`src/hdl/tile_change_detector_macros.svh`:
```
// assertion helpers used by the rtl file tcd_accum
// each macro expands to one labeled concurrent assertion on clk, disabled during rst
`ifndef TILE_CHANGE_DETECTOR_MACROS_SVH
`define TILE_CHANGE_DETECTOR_MACROS_SVH

// condition must hold at every edge
`define TCD_ASSERT_ALWAYS(label, cond, msg) \
  label: assert property (@(posedge clk) disable iff (rst) (cond)) else $error(msg);

// consequence must hold at the same edge as the antecedent
`define TCD_ASSERT_IMPLY(label, ante, cons, msg) \
  label: assert property (@(posedge clk) disable iff (rst) (ante) |-> (cons)) else $error(msg);

// consequence must hold at the edge after the antecedent
`define TCD_ASSERT_NEXT(label, ante, cons, msg) \
  label: assert property (@(posedge clk) disable iff (rst) (ante) |=> (cons)) else $error(msg);

`endif

```
`src/hdl/tcd_pkg.sv`:
```
package tcd_pkg;

  // register and field widths
  localparam int GEO_W      = 14;
  localparam int THR_W      = 17;
  localparam int TAG_W      = 16;
  localparam int CFG_W      = 17;
  localparam int POS_W      = 13;
  localparam int SIZE_W     = 6;
  localparam int SUM_FIELD_W = 20;
  localparam int PIX_DATA_W = 32;

  // full-scale difference of one pixel: 4 channels of 255
  localparam int FULL_SCALE = 1020;
  localparam int FS_W       = 27;
  localparam int FRAME_MAX  = 8192;
  localparam int Q16_SHIFT  = 16;

  // stream widths
  localparam int IN_TDATA_W     = 64;
  localparam int OUT_PAYLOAD_W  = 75;
  localparam int OUT_TDATA_W    = 80;

  // register reset values
  localparam logic [GEO_W-1:0] FRAME_WIDTH_RST  = 14'd1920;
  localparam logic [GEO_W-1:0] FRAME_HEIGHT_RST = 14'd1080;
  localparam logic [THR_W-1:0] THRESHOLD_RST    = 17'd1311;
  localparam logic [TAG_W-1:0] SOURCE_TAG_RST   = 16'd0;

  typedef enum logic [1:0] {
    CFG_FRAME_WIDTH  = 2'd0,
    CFG_FRAME_HEIGHT = 2'd1,
    CFG_THRESHOLD    = 2'd2,
    CFG_SOURCE_TAG   = 2'd3
  } cfg_idx_t;

  // per-tile descriptor carried from the accumulator to the output stage
  typedef struct packed {
    logic [POS_W-1:0]  tile_x;
    logic [POS_W-1:0]  tile_y;
    logic [SIZE_W-1:0] tile_width;
    logic [SIZE_W-1:0] tile_height;
    logic [TAG_W-1:0]  source_id;
    logic              frame_done;
  } tile_info_t;

endpackage

```
`src/hdl/tile_change_detector.sv`:
```
// a tile result reaches the master side through the input, tile record and output registers
// throughput: one pixel beat per cycle; only a tile-closing beat can stall, when the
//   tile record slot and the output register are both still held by earlier tiles
// reset (rst, synchronous): registers return to 1920x1080, threshold 1311, tag 0,
//   the frame restarts at the first tile and no beat is pending
module tile_change_detector #(
  parameter int TILE_SIZE = 32
) (
  input  logic                            clk,
  input  logic                            rst,
  // configuration write port
  input  logic                            cfg_we,
  input  logic [1:0]                      cfg_index,
  input  logic [tcd_pkg::CFG_W-1:0]       cfg_data,
  // pixel pair stream
  input  logic                            s_tvalid,
  output logic                            s_tready,
  input  logic [tcd_pkg::IN_TDATA_W-1:0]  s_tdata,   // cur_pixel[31:0], prev_pixel[63:32]
  // tile result stream
  output logic                            m_tvalid,
  input  logic                            m_tready,
  // tile_x[12:0], tile_y[25:13], tile_width[31:26], tile_height[37:32],
  // tile_sum[57:38], dirty[58], source_id[74:59], zero pad[79:75]
  output logic [tcd_pkg::OUT_TDATA_W-1:0] m_tdata,
  output logic                            m_tlast    // frame_done
);
  import tcd_pkg::*;

  localparam int SUM_W = $clog2(TILE_SIZE * TILE_SIZE * FULL_SCALE + 1);
  localparam int PIX_W = $clog2(TILE_SIZE * TILE_SIZE + 1);

  // configuration registers
  logic [GEO_W-1:0] frame_width;
  logic [GEO_W-1:0] frame_height;
  logic [THR_W-1:0] change_threshold;
  logic [TAG_W-1:0] source_tag;
  logic             restart;

  // input register
  logic                  in_valid;
  logic [PIX_DATA_W-1:0] in_cur;
  logic [PIX_DATA_W-1:0] in_prev;
  logic                  pix_ready;

  // accumulator to output stage
  logic             rec_valid;
  logic             rec_ready;
  tile_info_t       rec_info;
  logic [SUM_W-1:0] rec_sum;
  logic [PIX_W-1:0] rec_pixels;
  logic [FS_W-1:0]  rec_thr_fs;

  // a geometry write throws away the partial frame
  assign restart = cfg_we && (cfg_idx_t'(cfg_index) == CFG_FRAME_WIDTH ||
                              cfg_idx_t'(cfg_index) == CFG_FRAME_HEIGHT);

  always_ff @(posedge clk) begin
    if (rst) begin
      frame_width      <= FRAME_WIDTH_RST;
      frame_height     <= FRAME_HEIGHT_RST;
      change_threshold <= THRESHOLD_RST;
      source_tag       <= SOURCE_TAG_RST;
    end else if (cfg_we) begin
      unique case (cfg_idx_t'(cfg_index))
        CFG_FRAME_WIDTH:  frame_width      <= cfg_data[GEO_W-1:0];
        CFG_FRAME_HEIGHT: frame_height     <= cfg_data[GEO_W-1:0];
        CFG_THRESHOLD:    change_threshold <= cfg_data[THR_W-1:0];
        CFG_SOURCE_TAG:   source_tag       <= cfg_data[TAG_W-1:0];
      endcase
    end
  end

  // input register frees up whenever the accumulator takes its beat
  assign s_tready = !in_valid || pix_ready;

  always_ff @(posedge clk) begin
    if (rst) begin
      in_valid <= 1'b0;
    end else if (s_tready) begin
      in_valid <= s_tvalid;
    end
  end

  always_ff @(posedge clk) begin
    if (s_tvalid && s_tready) begin
      in_cur  <= s_tdata[PIX_DATA_W-1:0];
      in_prev <= s_tdata[2*PIX_DATA_W-1:PIX_DATA_W];
    end
  end

  // per-pixel difference, tile walk and tile record
  tcd_accum #(
    .TILE_SIZE (TILE_SIZE)
  ) u_accum (
    .clk              (clk),
    .rst              (rst),
    .restart          (restart),
    .frame_width      (frame_width),
    .frame_height     (frame_height),
    .change_threshold (change_threshold),
    .source_tag       (source_tag),
    .pix_valid        (in_valid),
    .pix_ready        (pix_ready),
    .cur_pixel        (in_cur),
    .prev_pixel       (in_prev),
    .rec_valid        (rec_valid),
    .rec_ready        (rec_ready),
    .rec_info         (rec_info),
    .rec_sum          (rec_sum),
    .rec_pixels       (rec_pixels),
    .rec_thr_fs       (rec_thr_fs)
  );

  // ratio test, sum saturation and output register
  tcd_judge #(
    .TILE_SIZE (TILE_SIZE)
  ) u_judge (
    .clk        (clk),
    .rst        (rst),
    .rec_valid  (rec_valid),
    .rec_ready  (rec_ready),
    .rec_info   (rec_info),
    .rec_sum    (rec_sum),
    .rec_pixels (rec_pixels),
    .rec_thr_fs (rec_thr_fs),
    .m_tvalid   (m_tvalid),
    .m_tready   (m_tready),
    .m_tdata    (m_tdata),
    .m_tlast    (m_tlast)
  );

endmodule

```
`src/hdl/tcd_accum.sv`:
```
`include "tile_change_detector_macros.svh"

module tcd_accum #(
  parameter int TILE_SIZE = 32,
  localparam int CNT_W = $clog2(TILE_SIZE),
  localparam int DIM_W = $clog2(TILE_SIZE + 1),
  localparam int SUM_W = $clog2(TILE_SIZE * TILE_SIZE * tcd_pkg::FULL_SCALE + 1),
  localparam int PIX_W = $clog2(TILE_SIZE * TILE_SIZE + 1)
) (
  input  logic                          clk,
  input  logic                          rst,
  input  logic                          restart,
  input  logic [tcd_pkg::GEO_W-1:0]     frame_width,
  input  logic [tcd_pkg::GEO_W-1:0]     frame_height,
  input  logic [tcd_pkg::THR_W-1:0]     change_threshold,
  input  logic [tcd_pkg::TAG_W-1:0]     source_tag,
  input  logic                          pix_valid,
  output logic                          pix_ready,
  input  logic [tcd_pkg::PIX_DATA_W-1:0] cur_pixel,
  input  logic [tcd_pkg::PIX_DATA_W-1:0] prev_pixel,
  output logic                          rec_valid,
  input  logic                          rec_ready,
  output tcd_pkg::tile_info_t           rec_info,
  output logic [SUM_W-1:0]              rec_sum,
  output logic [PIX_W-1:0]              rec_pixels,
  output logic [tcd_pkg::FS_W-1:0]      rec_thr_fs
);
  import tcd_pkg::*;

  logic [SUM_W-1:0] sum_acc, sum_acc_next;
  logic [CNT_W-1:0] col_in_tile, col_in_tile_next;
  logic [CNT_W-1:0] row_in_tile, row_in_tile_next;
  logic [POS_W-1:0] tile_origin_x, tile_origin_x_next;
  logic [POS_W-1:0] tile_origin_y, tile_origin_y_next;

  logic [GEO_W-1:0] w, h, org_x, org_y, step_x, step_y;
  logic [DIM_W-1:0] tw, th, col_inc, row_inc;
  logic [9:0]       pix_diff;
  logic [SUM_W-1:0] sum_new;
  logic             col_last, row_last, tile_end, take;
  logic             x_wrap, y_wrap;

  function automatic logic [GEO_W-1:0] clamp_dim(input logic [GEO_W-1:0] v);
    logic [GEO_W-1:0] r;
    r = v;
    if (v == '0) r = GEO_W'(1);
    else if (v > GEO_W'(FRAME_MAX)) r = GEO_W'(FRAME_MAX);
    return r;
  endfunction

  function automatic logic [DIM_W-1:0] clip_len(input logic [GEO_W-1:0] origin,
                                                input logic [GEO_W-1:0] limit);
    logic [GEO_W-1:0] rest;
    logic [DIM_W-1:0] len;
    rest = (origin < limit) ? (limit - origin) : GEO_W'(1);
    len  = (rest < GEO_W'(TILE_SIZE)) ? DIM_W'(rest) : DIM_W'(TILE_SIZE);
    return len;
  endfunction

  function automatic logic [9:0] absdiff_bytes(input logic [PIX_DATA_W-1:0] a,
                                               input logic [PIX_DATA_W-1:0] b);
    logic [9:0] total;
    logic [7:0] x, y;
    total = '0;
    for (int k = 0; k < 4; k++) begin
      x = a[8*k +: 8];
      y = b[8*k +: 8];
      total = total + 10'((x > y) ? (x - y) : (y - x));
    end
    return total;
  endfunction

  always_comb begin
    w        = clamp_dim(frame_width);
    h        = clamp_dim(frame_height);
    org_x    = GEO_W'(tile_origin_x);
    org_y    = GEO_W'(tile_origin_y);
    tw       = clip_len(org_x, w);
    th       = clip_len(org_y, h);
    step_x   = org_x + GEO_W'(TILE_SIZE);
    step_y   = org_y + GEO_W'(TILE_SIZE);
    x_wrap   = step_x >= w;
    y_wrap   = step_y >= h;
    col_inc  = DIM_W'(col_in_tile) + DIM_W'(1);
    row_inc  = DIM_W'(row_in_tile) + DIM_W'(1);
    col_last = col_inc >= tw;
    row_last = row_inc >= th;
    tile_end = col_last && row_last;
    pix_diff = absdiff_bytes(cur_pixel, prev_pixel);
    sum_new  = sum_acc + SUM_W'(pix_diff);

    // only a tile-closing pixel has to wait for the record slot
    pix_ready = !tile_end || !rec_valid || rec_ready;
    take      = pix_valid && pix_ready;

    sum_acc_next       = sum_acc;
    col_in_tile_next   = col_in_tile;
    row_in_tile_next   = row_in_tile;
    tile_origin_x_next = tile_origin_x;
    tile_origin_y_next = tile_origin_y;

    if (restart) begin
      sum_acc_next       = '0;
      col_in_tile_next   = '0;
      row_in_tile_next   = '0;
      tile_origin_x_next = '0;
      tile_origin_y_next = '0;
    end else if (take) begin
      sum_acc_next = sum_new;
      if (!col_last) begin
        col_in_tile_next = CNT_W'(col_inc);
      end else begin
        col_in_tile_next = '0;
        if (!row_last) begin
          row_in_tile_next = CNT_W'(row_inc);
        end else begin
          row_in_tile_next = '0;
          sum_acc_next     = '0;
          if (x_wrap) begin
            tile_origin_x_next = '0;
            tile_origin_y_next = y_wrap ? '0 : POS_W'(step_y);
          end else begin
            tile_origin_x_next = POS_W'(step_x);
          end
        end
      end
    end
  end

  always_ff @(posedge clk) begin
    if (rst) begin
      sum_acc       <= '0;
      col_in_tile   <= '0;
      row_in_tile   <= '0;
      tile_origin_x <= '0;
      tile_origin_y <= '0;
      rec_valid     <= 1'b0;
    end else begin
      sum_acc       <= sum_acc_next;
      col_in_tile   <= col_in_tile_next;
      row_in_tile   <= row_in_tile_next;
      tile_origin_x <= tile_origin_x_next;
      tile_origin_y <= tile_origin_y_next;
      if (take && tile_end) rec_valid <= 1'b1;
      else if (rec_ready)   rec_valid <= 1'b0;
    end
  end

  always_ff @(posedge clk) begin
    if (take && tile_end) begin
      rec_info.tile_x      <= tile_origin_x;
      rec_info.tile_y      <= tile_origin_y;
      rec_info.tile_width  <= SIZE_W'(tw);
      rec_info.tile_height <= SIZE_W'(th);
      rec_info.source_id   <= source_tag;
      rec_info.frame_done  <= x_wrap && y_wrap;
      rec_sum              <= sum_new;
      rec_pixels           <= PIX_W'(PIX_W'(tw) * PIX_W'(th));
      rec_thr_fs           <= FS_W'(change_threshold) * FS_W'(FULL_SCALE);
    end
  end

  `TCD_ASSERT_ALWAYS(a_col_in_tile, (col_inc <= tw), "column position beyond clipped tile width")
  `TCD_ASSERT_ALWAYS(a_row_in_tile, (row_inc <= th), "row position beyond clipped tile height")
  `TCD_ASSERT_IMPLY(a_tile_start_clear, (col_in_tile == '0 && row_in_tile == '0), (sum_acc == '0), "tile sum not cleared at tile start")
  `TCD_ASSERT_NEXT(a_rec_hold, (rec_valid && !rec_ready), (rec_valid && $stable(rec_sum) && $stable(rec_info)), "stalled tile record lost or changed")

endmodule

```
`src/hdl/tcd_judge.sv`:
```
module tcd_judge #(
  parameter int TILE_SIZE = 32,
  localparam int SUM_W = $clog2(TILE_SIZE * TILE_SIZE * tcd_pkg::FULL_SCALE + 1),
  localparam int PIX_W = $clog2(TILE_SIZE * TILE_SIZE + 1)
) (
  input  logic                            clk,
  input  logic                            rst,
  input  logic                            rec_valid,
  output logic                            rec_ready,
  input  tcd_pkg::tile_info_t             rec_info,
  input  logic [SUM_W-1:0]                rec_sum,
  input  logic [PIX_W-1:0]                rec_pixels,
  input  logic [tcd_pkg::FS_W-1:0]        rec_thr_fs,
  output logic                            m_tvalid,
  input  logic                            m_tready,
  output logic [tcd_pkg::OUT_TDATA_W-1:0] m_tdata,
  output logic                            m_tlast
);
  import tcd_pkg::*;

  localparam int LHS_W = SUM_W + Q16_SHIFT;
  localparam int RHS_W = FS_W + PIX_W;
  localparam int CMP_W = (LHS_W > RHS_W) ? LHS_W : RHS_W;
  localparam int SAT_W = (SUM_W > SUM_FIELD_W) ? SUM_W : SUM_FIELD_W;

  logic [LHS_W-1:0]       lhs;
  logic [RHS_W-1:0]       rhs;
  logic [SAT_W-1:0]       sum_wide;
  logic [SUM_FIELD_W-1:0] sum_field;
  logic                   dirty_now;

  tile_info_t             out_info;
  logic [SUM_FIELD_W-1:0] out_sum;
  logic                   out_dirty;

  always_comb begin
    // sum * 2^16 against threshold * 1020 * pixels, exact
    lhs       = {rec_sum, {Q16_SHIFT{1'b0}}};
    rhs       = RHS_W'(rec_thr_fs) * RHS_W'(rec_pixels);
    dirty_now = CMP_W'(lhs) > CMP_W'(rhs);
    sum_wide  = SAT_W'(rec_sum);
    sum_field = (sum_wide > SAT_W'({SUM_FIELD_W{1'b1}})) ? {SUM_FIELD_W{1'b1}}
                                                         : SUM_FIELD_W'(sum_wide);
  end

  assign rec_ready = !m_tvalid || m_tready;

  always_ff @(posedge clk) begin
    if (rst) begin
      m_tvalid <= 1'b0;
    end else if (rec_ready) begin
      m_tvalid <= rec_valid;
    end
  end

  always_ff @(posedge clk) begin
    if (rec_valid && rec_ready) begin
      out_info  <= rec_info;
      out_sum   <= sum_field;
      out_dirty <= dirty_now;
    end
  end

  assign m_tdata = {{(OUT_TDATA_W - OUT_PAYLOAD_W){1'b0}}, out_info.source_id, out_dirty,
                    out_sum, out_info.tile_height, out_info.tile_width,
                    out_info.tile_y, out_info.tile_x};
  assign m_tlast = out_info.frame_done;

endmodule

```
`config.mk`:
```
export PLATFORM = sky130hd
export DESIGN_NAME = tile_change_detector
export DESIGN_NICKNAME = d
export VERILOG_FILES = /design/src/hdl/tcd_pkg.sv /design/src/hdl/tile_change_detector.sv /design/src/hdl/tcd_accum.sv /design/src/hdl/tcd_judge.sv
export VERILOG_INCLUDE_DIRS = /design/src /design/src/hdl
export SDC_FILE = /design/constraint.sdc
export NUM_CORES = 2
export LEC_CHECK = 0
export BUFFER_PORTS_ARGS = -buffer_cell sky130_fd_sc_hd__buf_4
export CAP_MARGIN = 20
export CORE_MARGIN = 1
export CORE_UTILIZATION = 58
export DETAILED_ROUTE_END_ITERATION = 7
export PLACE_DENSITY = 0.79
export SYNTH_ARGS = -nofsm -noshare
export SYNTH_HDL_FRONTEND = slang
export SYNTH_HIERARCHICAL = 1
export SYNTH_SLANG_ARGS = --single-unit
```
`constraint.sdc`:
```
create_clock -name clk -period 8.8 [get_ports clk]
set_input_delay 0.44 -clock clk [delete_from_list [all_inputs] [get_ports clk]]
set_output_delay 0.44 -clock clk [all_outputs]
set_load 0.01 [all_outputs]
```
==> flow_summary.yaml <==
clock_tree:
  insertion_delay_ps: 580
  cts.sinks: 351
  cts_setup_buffers: 0
  cts.repair.resized: 0
  cts_buffer_depth: 3
  clk_pin_slew_ps: 60
  tritoncts: "yes"
  clockRootBuffer: "clkbuf_16"
  htreeDepth: 2
  numCtsBuffers: 39
  postCtsHoldBufs: 0
die:
  start_util_pct: 59.1
  dieArea_sq_um: 56200
  fp.coreArea_sq_um: 54200
  rows: 85
  die_h_um: 237
  fp.dieW_um: 237
  io_pins: 171
placed_design:
  portBuffers: 165
  placed_area_sq_um: 33700
  place.gp.congestion: 0.933
  dpl.hpwl_mm: 55.9
drt:
  drc: 0
  drt-initial-drc-count: 1526
  wl_mm: 71.1
  ant_nets: 0
  via_per_inst: 5.72
  num_vias: 22900
  wl_per_cell_um: 17.7
  drt_pre_antenna_iters: 7
sta:
  hold_violations: 0
  finClkSkew_ps: 35.5
  drv_slew: 0
  worstMarginPinSlew_ps: 1060
  period_needed_ps: 7840
  grt_setup_unrepaired: "no"
  timing.final.crit_share_pct: 89.1
  fmax_mhz: 128
  setup_violations: 0
  maxSlewHeadroom_pct: 28.9
  final.setup.tns_ps: 0
global_routing:
  track_usage_pct: 26.0
  grt_pass1_vias: 24300
  antenna_found_initial: 2
  grt_pass1_wl_mm: 118
  grt_start_max_net_pins: 94
  overflow: 0
setup_path:
  cp_max_fo: 27
  worst_ep_required_time_ps: 9080
  cp.arrival_ps: 8110
  cp-end-kind: "flop"
  critical_path_class: "flop to flop"
  crit_path_start_kind: "flop"
finish:
  final_cell_mix: "inv_1 (460), fa_1 (342), nand2_1 (330), ha_1 (300), edfxtp_1 (241)"
  final_nets: 4013
  area_growth_pct: 8.92
  utilization_pct: 64.4
  drive_gt1_share_pct: 8.63
  mostFrequentLayoutCell: "inv_1"
  filler_cell_count: 4240
  antenna_cells: 0
  final_cell_area_sq_um: 34900
yosys:
  synth_top_cells_by_area: "edfxtp_1 (23%), fa_1 (21%), ha_1 (12%)"
  ys_types: 99
  synth_top_area_share_pct: 22.6
  netlist_area_sq_um: 32100
  ys_async_sr_fraction_pct: 0
  synth-seq-cells: 351
  avgSynthCellArea_sq_um: 10.1
  synthCells: 3188
  synth-main-ff-cell: "edfxtp_1"
  yosys_warnings: 6
  ys_seq_area_share_pct: 29.5
  yosys.area.top_type: "edfxtp_1"
  synth-edff-count: 241
pwr:
  switchingPower_w: 0.00277
  clkPwrFrac_pct: 22.1
  p_int_w: 0.00437
  switching_share_pct: 38.8
  vdd.ir_drop.worst_mv: 0.514
  p_per_area_nw_per_um2: 204
  comb_power_share_pct: 49.8
  cellLeakagePower_nw: 15.8
  p_seq_share_pct: 28.1
run_status:
  status: "complete, no violations"
worst_hold_path:
  hp-class: "input port to flop"
job:
  cap_violations: 0
-- cell families (layout without fill, tap and decap cells) --
kind of cell,Yosys count,count (layout),synth area share (%)
buf+inv,601,708,7.36
xor+xnor,129,129,3.53
other cells,3,22,0.0351
fa+ha+maj,642,642,33.1
mux,94,94,3.02
flops,351,351,29.5
compound gates,473,473,9.90
simple gates,895,895,13.6
-- state kept, by name (all words and copies together) (netlist names), 5 cells and up --
register and flops:
change_threshold 17, frame_height 14, frame_width 14, in_cur 32, in_prev 32, source_tag 16
u_accum/col_in_tile 5, u_accum/rec_info 45, u_accum/rec_pixels 11, u_accum/rec_sum 20, u_accum/rec_thr_fs 25, u_accum/row_in_tile 5
u_accum/sum_acc 20, u_accum/tile_origin_x 8, u_accum/tile_origin_y 8, u_judge/m_tdata 54, u_judge/out_sum 20
-- worst max-delay path, stage by stage, from the launching register on --
cell and delay [ps]:
edfxtp_1 990, nand2_1 210, fa_1 510, fa_1 540
inv_1 60, fa_1 580, fa_1 460, fa_1 460
ha_1 430, nand2_1 130, o31ai_1 340, a21oi_1 130
a211oi_2 340, nand2_1 90, a32oi_1 350, a21o_1 180
a21oi_1 70, xor2_1 150, ha_1 300, nand4_1 90
nor2_1 200, o211ai_1 110, nor3_1 150, o311ai_0 160
nor4_1 190, and4_1 270, nor4_1 60
-- through the flow --
stage | setup slack [ps] | hold WS [ps] | power (W) | std cells
floorplan | 473 | 400 | 0.00474 | 3207
global placement | 1340 | 402 | 0.00535 | 3936
detailed placement | 1060 | 405 | 0.00549 | 3936
CTS | 1020 | 39.0 | 0.00712 | 4008
global route | 495 | 41.7 | 0.00763 | 4010
finish | 963 | 60.6 | 0.00714 | 4010
-- Yosys cell counts, types with 19 or more instances --
cell,count
nand4_1,19
o21ai_0,72
edfxtp_1,241
xnor2_1,99
fa_1,342
dfxtp_1,110
nor3_1,35
nor2_1,153
ha_1,300
mux2i_1,81
a21oi_1,134
o21a_1,23
and2_1,113
o31ai_1,19
clkbuf_1,104
nand3_1,45
a31oi_1,21
xor2_1,30
nand2b_1,91
o211ai_1,20
a21o_1,41
buf_4,20
nand2_1,330
inv_1,461
nor2b_1,21
-- power by group through the flow --
stage	Combinational (W)	Clock, W	Sequential [W]
6_report	0.00356	0.00158	0.00200
5_1_grt	0.00395	0.00166	0.00201
4_1_cts	0.00351	0.00161	0.00200
3_5_place_dp	0.00345	0	0.00204
3_3_place_gp	0.00332	0	0.00204
2_1_floorplan	0.00272	0	0.00202
-- layout make-up --
class	count	area [sq um]	area share [%]
Tap cell	696	871	2.49
Inverter	463	1740	4.99
Sequential cell	351	9440	27.0
Clock inverter	14	109	0.312
Timing Repair Buffer	173	1300	3.71
Multi-Input combinational cell	2255	20300	58.2
Clock buffer	58	1130	3.23
-- layer usage --
layer	track usage (%)	part of all wire (%)	vias to the layer above
met3	2.79	4.9	132
met4	8.41	2.8	0
met5	0	0	-
met2	44.7	49	672
li1	-	-	10700
met1	34.4	43	11400
-- worst paths after layout --
kind	depth (start not counted)	slack [ps]	from	to
worst max-delay path	26	960	u_accum/rec_pixels[2]$_DFFE_PP_	u_judge/out_dirty$_DFFE_PP_
worst max register to register	26	960	u_accum/rec_pixels[2]$_DFFE_PP_	u_judge/out_dirty$_DFFE_PP_
worst min-delay path	1	60	s_tdata[33]	in_prev[1]$_DFFE_PP_
worst min register to register	0	410	u_accum/rec_info[14]$_DFFE_PP_	u_judge/m_tdata[72]$_DFFE_PP_
Note: power is estimated with default switching activity, not from simulation.
